--- config.mk ---
export PLATFORM = sky130hd
export DESIGN_NAME = tcw_front
export DESIGN_NICKNAME = d
export VERILOG_FILES = /design/src/hdl/tcw_pkg.sv /design/src/hdl/tcw_front.sv
export SDC_FILE = /design/constraint.sdc
export NUM_CORES = 1
export LEC_CHECK = 0
export ABC_AREA = 1
export BUFFER_PORTS_ARGS = -buffer_cell sky130_fd_sc_hd__buf_2
export CORE_MARGIN = 2
export CORE_UTILIZATION = 25
export CTS_CLUSTER_SIZE = 30
export DETAILED_ROUTE_END_ITERATION = 7
export GPL_TIMING_DRIVEN = 0
export PLACE_DENSITY = 0.44
export SLEW_MARGIN = 10
export SYNTH_ARGS = -nofsm -noshare
export SYNTH_HDL_FRONTEND = slang
export SYNTH_SLANG_ARGS = --single-unit
--- constraint.sdc ---
create_clock -name clock -period 2.7 [get_ports clock]
set_clock_uncertainty 0.1 [all_clocks]
set_input_delay 0.54 -clock clock [delete_from_list [all_inputs] [get_ports clock]]
set_output_delay 0.54 -clock clock [all_outputs]
set_load 0.005 [all_outputs]
--- src/hdl/tcw_pkg.sv ---
`timescale 1ns / 1ps

package tcw_pkg;

   // screen geometry
   localparam int COLUMNS    = 80;
   localparam int ROWS       = 25;
   localparam int CELL_COUNT = COLUMNS * ROWS;

   // field widths
   localparam int CMD_W    = 2;
   localparam int CHAR_W   = 8;
   localparam int ATTR_W   = 8;
   localparam int CELL_W   = CHAR_W + ATTR_W;
   localparam int INDEX_W  = 11;
   localparam int CURSOR_W = 11;

   // derived widths
   localparam int COL_W  = $clog2(COLUMNS);
   localparam int ROW_W  = $clog2(ROWS);
   localparam int ADDR_W = $clog2(CELL_COUNT);
   localparam int CNT_W  = $clog2(CELL_COUNT + 1);

   // command queue between front and back
   localparam int QUEUE_DEPTH = 2;
   localparam int Q_PTR_W     = (QUEUE_DEPTH > 1) ? $clog2(QUEUE_DEPTH) : 1;
   localparam int Q_CNT_W     = $clog2(QUEUE_DEPTH + 1);

   // words in flight: queue slots, the one in the back, the output register
   localparam int PEND_MAX = QUEUE_DEPTH + 2;
   localparam int PEND_W   = $clog2(PEND_MAX + 1);

   // tab expands to this many spaces
   localparam int TAB_LEN = 4;
   localparam int TAB_W   = $clog2(TAB_LEN + 1);

   // cursor limits
   localparam logic [COL_W-1:0]  COL_LAST   = COL_W'(COLUMNS - 1);
   localparam logic [ROW_W-1:0]  ROW_LAST   = ROW_W'(ROWS - 1);
   localparam logic [ADDR_W-1:0] BOTTOM_POS = ADDR_W'((ROWS - 1) * COLUMNS);

   // commands
   localparam logic [CMD_W-1:0] CMD_PUT   = 2'd0;
   localparam logic [CMD_W-1:0] CMD_READ  = 2'd1;
   localparam logic [CMD_W-1:0] CMD_CLEAR = 2'd2;

   // control characters
   localparam logic [CHAR_W-1:0] CH_BACKSPACE = 8'h08;
   localparam logic [CHAR_W-1:0] CH_TAB       = 8'h09;
   localparam logic [CHAR_W-1:0] CH_NEWLINE   = 8'h0A;
   localparam logic [CHAR_W-1:0] CH_RETURN    = 8'h0D;
   localparam logic [CHAR_W-1:0] BLANK_CHAR   = 8'h20;

   localparam logic [ATTR_W-1:0] RESET_COLOUR = 8'h04;

   // classified operations
   typedef enum logic [2:0] {
      OP_PUT,
      OP_NEWLINE,
      OP_RETURN,
      OP_TAB,
      OP_BACKSPACE,
      OP_READ,
      OP_CLEAR,
      OP_NOP
   } op_type;

   typedef struct packed {
      op_type               op;
      logic [CHAR_W-1:0]    char_code;
      logic [INDEX_W-1:0]   cell_index;
   } item_type;

endpackage

--- src/hdl/tcw_front.sv ---
`timescale 1ns / 1ps

module tcw_front (
   input  logic                          clock,
   input  logic                          reset,
   input  logic                          req_valid,
   output logic                          req_stall,
   input  logic [tcw_pkg::CMD_W-1:0]     req_cmd,
   input  logic [tcw_pkg::CHAR_W-1:0]    req_char_code,
   input  logic [tcw_pkg::INDEX_W-1:0]   req_cell_index,
   output logic                          q_valid,
   output tcw_pkg::item_type             q_item,
   input  logic                          q_pop
);

   import tcw_pkg::*;

   item_type             slot_ff [QUEUE_DEPTH];
   item_type             slot_in;
   logic [Q_PTR_W-1:0]   wr_ptr_ff, wr_ptr_in;
   logic [Q_PTR_W-1:0]   rd_ptr_ff, rd_ptr_in;
   logic [Q_CNT_W-1:0]   count_ff, count_in;
   logic                 push;

   // classify the incoming word
   always_comb begin
      slot_in.char_code  = req_char_code;
      slot_in.cell_index = req_cell_index;
      case (req_cmd)
         CMD_PUT: begin
            case (req_char_code)
               CH_NEWLINE:   slot_in.op = OP_NEWLINE;
               CH_RETURN:    slot_in.op = OP_RETURN;
               CH_TAB:       slot_in.op = OP_TAB;
               CH_BACKSPACE: slot_in.op = OP_BACKSPACE;
               default:      slot_in.op = OP_PUT;
            endcase
         end
         CMD_READ:  slot_in.op = OP_READ;
         CMD_CLEAR: slot_in.op = OP_CLEAR;
         default:   slot_in.op = OP_NOP;
      endcase
   end

   assign req_stall = (count_ff == Q_CNT_W'(QUEUE_DEPTH));
   assign push      = req_valid && !req_stall;
   assign q_valid   = (count_ff != '0);
   assign q_item    = slot_ff[rd_ptr_ff];

   // queue pointers
   always_comb begin
      wr_ptr_in = wr_ptr_ff;
      rd_ptr_in = rd_ptr_ff;
      count_in  = count_ff;
      if (push) begin
         wr_ptr_in = (wr_ptr_ff == Q_PTR_W'(QUEUE_DEPTH - 1)) ? '0 : wr_ptr_ff + 1'b1;
      end
      if (q_pop) begin
         rd_ptr_in = (rd_ptr_ff == Q_PTR_W'(QUEUE_DEPTH - 1)) ? '0 : rd_ptr_ff + 1'b1;
      end
      if (push && !q_pop) begin
         count_in = count_ff + 1'b1;
      end else if (!push && q_pop) begin
         count_in = count_ff - 1'b1;
      end
   end

   always_ff @(posedge clock) begin
      if (reset) begin
         wr_ptr_ff <= '0;
         rd_ptr_ff <= '0;
         count_ff  <= '0;
      end else begin
         wr_ptr_ff <= wr_ptr_in;
         rd_ptr_ff <= rd_ptr_in;
         count_ff  <= count_in;
      end
   end

   // queue storage
   always_ff @(posedge clock) begin
      if (push) begin
         slot_ff[wr_ptr_ff] <= slot_in;
      end
   end

endmodule

==> impl_metrics.toml, run 1 <==
[floorplan]
initial_core_util_pct = 26.0
pin_count = 49
core_area_um2 = 7810
die_h_um = 94.2
rows = 32
die_w_um = 94.2
die-area_um2 = 8870

[clocking]
cts_resized = 0
clk_pin_slew_ns = 0.08
postCtsHoldBufs = 0
post-cts-setup-buffers = 0
cts.path.max_buffers = 2
cts_num_sinks = 49
ctsHtreeMaxLevel = 2
ctsRootBufferMaster = "clkbuf_8"
cts_tree = "yes"
cts_inserted_buffers = 5
clk_latency_ns = 0.29

[worst_setup_path]
critPathMaxFanout = 10
reg2reg_from = "count_ff[0]"
endpoint = "q_item[14]"
cp_data_required_time_ns = 2.06
crit_type = "reg2out"
critPathCaptureType = "output pin"
r2r_end = "slot_ff[1][18]"
r2r_cells = 3
crit_path_start_kind = "flip-flop"
critPathArrivalTime_ns = 1.41
r2r_setup_slack_ns = 1.04

[timing]
fin_crit_ns = 2.05
fmax_ghz = 0.488
hold_viol = 0
period_share_pct = 75.9
setup_viol = 0
maxSlewHeadroom_pct = 60.7
rsz0062_at_grt = "false"
tightestPinTransition_ns = 0.588
finalSetupTns_ns = 0
report.final.slew_viol_count = 0

[yosys]
ys_ff_latch = 49
yosysWarnings = 0
syn_area_per_cell_um2 = 16.0
async_reset_ff_share_pct = 0
synth-seq-area-share_pct = 69.9
synth_edf_count = 44
syn_area_um2 = 2030
syn_inst = 127
synth_cell_types = 21
syn_nets = 155
ys.flop_type = "edfxtp_1"

[routing]
wire_per_inst_um = 11.7
vias_per_cell = 3.90
drt_iter0_markers = 23
drc = 0
routed_wl_um = 3360
drt_pass1_iterations = 4
vias = 1118
antenna_left = 0

[cells_and_area]
design_area_um2 = 2530
area_delta_synth_final_pct = 24.4
diodes = 0
drive_gt1_share_pct = 47.0
layout.nets = 212

[pwr]
p_per_area_nw_per_um2 = 634
p_leak_uw = 0.00104
ir_drop_mv = 0.176

[outcome]
status = "complete, no violations"

[placed_design]
hpwl_um = 2460
gp_congestion = 0.681
portBuffers = 48
place_area_um2 = 2450

[global_routing]
grt_max_degree = 16
track_usage_pct = 7.89
antenna_found_initial = 0
grt_pass1_vias = 1019
grt_pass1_wl_um = 5060
grt_overflow = 0

[flow_run]
cap_violations = 0

[hold_path]
holdCritStartpoint = "req_cell_index[9]"
hold_class = "in2reg"
## layout make-up
type | count | area, um^2
buffer | 2 | 22.5
clock buffer | 5 | 68.8
clock inverter | 3 | 12.5
fill | 798 | 5280
inverter | 13 | 48.8
multi-input combinational | 63 | 546
sequential | 49 | 1420
tap | 102 | 128
timing repair buffer | 50 | 283
## layer usage
metal / GRT usage [%] / part of all wire (%) / vias to the layer above
met5: 0 / 0 / -
li1: - / - / 563
met2: 12.6 / 49 / 32
met3: 3.05 / 6.4 / 2
met4: 3.26 / 1.0 / 0
met1: 9.49 / 44 / 521
## flip-flops by register name, summed over array words and instances, names as in the netlist, named ones only
| register | cells |
|---|---|
| slot_ff | 44 |
| count_ff | 2 |
| rd_ptr_ff | 1 |
| wr_ptr_ff | 1 |
## worst max-delay path: stages, from the launching register on
cell     delay, ns
dfxtp_1       0.46
buf_6         0.22
mux2_4        0.32
buf_2         0.13
## where the power goes
group | switching (uW) | internal (uW) | leakage, uW
registers | 20.9 | 902 | 0.000451
clock network | 220 | 175 | 0.0000430
logic | 135 | 150 | 0.000543
total | 375 | 1230 | 0.00104
## how the worst min path moves through the flow
| stage | end | slack [ns] | depth (start not counted) |
|---|---|---|---|
| CTS | slot_ff[0][9] | 0.32 | 1 |
| floorplan | flip-flop | 0.38 | 2 |
| global route | slot_ff[0][9] | 0.31 | 1 |
| finish | slot_ff[0][9] | 0.34 | 1 |
| detailed placement | flip-flop | 0.41 | 2 |
| global placement | wr_ptr_ff | 0.39 | 2 |
## kinds of logic (layout without fill, tap and decap cells)
kind of cell	Yosys count	after routing	share of synthesized area, %
AND/OR/NAND/NOR	33	33	7.08
XOR/XNOR	2	2	0.862
buffers and inverters	15	73	3.51
adder cells (fa/ha/maj)	3	3	1.85
multiplexers	22	22	15.9
flip-flops	49	49	69.9
AO/OA/AOI/OAI	3	3	0.923
## Yosys cell counts (2+ instances only)
cell	count	area [um^2]
mux2_4	20	300
dfxtp_1	5	100
nor2_1	12	45.0
edfxtp_1	44	1320
ha_1	3	37.5
mux2_2	2	22.5
buf_6	2	22.5
nand2_1	15	56.3
inv_1	12	45.0
## placed cells by master (no fill, tap or decap)
cell type	count
nor3_1	1
mux2_4	20
inv_2	1
buf_16	1
buf_2	48
buf_8	1
ha_1	3
a21oi_1	1
nor2_2	2
clkinv_1	2
nor2_1	10
o21ai_0	1
nand3_1	1
edfxtp_1	44
mux2_2	2
nand2_2	1
nand2_1	15
buf_6	2
nand3_2	1
dfxtp_1	5
inv_1	12
xor2_1	1
nand4_1	1
xnor2_1	1
o21ai_2	1
nor3_2	1
clkbuf_8	5
clkinv_2	1
## through the flow
step / power, uW / setup WS [ns] / hold WS (ns) / util, % / std cells
2_1_floorplan: 1110 / 0.625 / 0.380 / - / 127
3_3_place_gp: 1220 / -0.139 / 0.395 / 30.8 / 277
3_5_place_dp: 1240 / 0.854 / 0.406 / 31.4 / 279
4_1_cts: 1640 / 0.592 / 0.319 / 32.4 / 287
5_1_grt: 1690 / 0.558 / 0.312 / 32.4 / 287
6_report: 1600 / 0.651 / 0.337 / 32.4 / 287
Power figures use the tool's default switching activity.
==> inputs of run 2 (changes only) <==
--- a/config.mk
+++ b/config.mk
@@ -12,7 +12,7 @@
 export CTS_CLUSTER_SIZE = 30
 export DETAILED_ROUTE_END_ITERATION = 7
 export GPL_TIMING_DRIVEN = 0
-export PLACE_DENSITY = 0.44
+export PLACE_DENSITY = 0.46
 export SLEW_MARGIN = 10
 export SYNTH_ARGS = -nofsm -noshare
 export SYNTH_HDL_FRONTEND = slang
==> constraint.sdc (replaced) <==
create_clock -name clock -period 1.64 [get_ports clock]
set_clock_uncertainty 0.1 [all_clocks]
set_input_delay 0.328 -clock clock [delete_from_list [all_inputs] [get_ports clock]]
set_output_delay 0.328 -clock clock [all_outputs]
set_load 0.005 [all_outputs]
==> impl_metrics.toml, run 2 (synthesis results as in run 1) <==
[timing]
report.final.slew_viol_count = 0
tightestPinTransition_ns = 0.412
fmax_ghz = 0.584
fin_crit_ns = 1.71
setup_viol = 20
hold_viol = 0
period_share_pct = 104
finalWorstSetupSlack_ns = -0.0711
rsz0062_at_grt = "true"
maxSlewHeadroom_pct = 72.4

[worst_setup_path]
r2r_setup_slack_ns = 0.10
reg2reg_from = "count_ff[1]"
critPathMaxFanout = 10
critPathArrivalTime_ns = 1.28
r2r_cells = 9
endpoint = "q_item[14]"
critPathCaptureType = "output pin"
crit_type = "reg2out"
crit_path_start_kind = "flip-flop"
cp_data_required_time_ns = 1.21
r2r_end = "count_ff[1]"

[global_routing]
antenna_found_initial = 0
grt_pass1_wl_um = 5430
use_met1_pct = 9.00
busiest_layer = "met2"
grt_pass1_vias = 1147
grt_use_met3_pct = 2.73
grt_max_degree = 24
grt_use_met2_pct = 15.0
track_usage_pct = 8.39
grt_overflow = 0

[cells_and_area]
layout.nets = 213
layout.cells.non_filler = 288
multi_input_area_um2 = 601
area_delta_synth_final_pct = 34.0
seq_area_um2 = 1430
final_common_cell = "edfxtp_1"
diodes = 0
layout_common_cells = "edfxtp_1, buf_2, mux2_4, buf_6, nand2_1"
largest_register = "slot_ff"
largestRegisters = "slot_ff: 44 flops, count_ff: 2 flops"
nFillCells = 789
drive_gt1_share_pct = 52.2
largest_reg_flops = 44

[clocking]
cts.path.max_buffers = 2
cts_num_sinks = 49
ctsRootBufferMaster = "clkbuf_8"
clk_latency_ns = 0.29
ctsHtreeMaxLevel = 2
cts_inserted_buffers = 5
clk_pin_slew_ns = 0.08
cts_tree = "yes"
postCtsHoldBufs = 0

[routing]
drt_iter0_markers = 23
drc = 0
wire_per_inst_um = 12.4
vias_per_cell = 4.00
routed_wl_um = 3580
vias = 1151
drt_pass1_iterations = 4
antenna_left = 0

[pwr]
p_leak_uw = 0.00109
p_per_area_nw_per_um2 = 1080
ir_drop_mv = 0.320

[floorplan]
die_w_um = 94.2
pin_count = 49
core_area_um2 = 7810
die_h_um = 94.2
initial_core_util_pct = 26.0
rows = 32
die-area_um2 = 8870

[flow_run]
cap_violations = 0

[placed_design]
dpl.cell_count = 277
gp_congestion = 0.672
portBuffers = 48
hpwl_um = 2390
place_ws_ns = -0.417

[outcome]
violations = "negative setup slack"
status = "finished with violations"

[hold_path]
hold_class = "in2reg"
[run 2: how the worst min path moves through the flow]
stage                      startpoint       endpoint  slack [ns]  depth (start not counted)
floorplan                       reset    count_ff[1]        0.30                          1
global placement            rd_ptr_ff      rd_ptr_ff        0.39                          2
detailed placement          rd_ptr_ff      rd_ptr_ff        0.40                          2
CTS                 req_cell_index[0]  slot_ff[1][0]        0.11                          1
global route        req_cell_index[0]  slot_ff[1][0]        0.09                          1
finish              req_cell_index[0]  slot_ff[1][0]        0.12                          1
[run 2: report_power, final]
| group | switching, uW | internal (uW) | total [uW] |
|---|---|---|---|
| Sequential | 42.1 | 1490 | 1530 |
| Combinational | 257 | 328 | 585 |
| Clock | 366 | 450 | 816 |
| Total | 665 | 2270 | 2930 |
[run 2: what timing repair did]
item                                    CTS  global route
cloned                                    1             1
resized for setup                        26            12
setup buffers                             0             1
pin swaps                                 1             2
endpoints found under the setup margin   66            46
[run 2: per-stage QoR]
stage	util [%]	hold WS, ns	total power [uW]	instance area [um^2]	TNS [ns]
after floorplan	-	0.297	1830	2040	0
after global placement	30.8	0.395	2010	2410	-18.25
after detailed placement	30.9	0.403	2020	2410	-9.15
after CTS	34.0	0.105	2930	2650	-1.81
after global routing	34.9	0.0947	3090	2730	-2.32
final	34.9	0.117	2930	2730	-1.27
[run 2: critical path, cell delays in order (launching register included)]
cell and delay [ns]:
dfxtp_4 0.40, buf_12 0.15, mux2_4 0.31, buf_6 0.12
[run 2: layout make-up]
class	count	area share, %
Buffer	2	1.47
Clock buffer	6	2.66
Clock inverter	2	1.24
Inverter	13	1.79
Multi-Input combinational cell	65	22.0
Sequential cell	49	52.4
Tap cell	102	4.68
Timing Repair Buffer	49	13.7
[run 2: per-layer routing]
metal,up-vias,routed length [um]
met5,-,0
met4,0,57
met3,5,153
met2,31,1790
met1,552,1570
li1,563,-
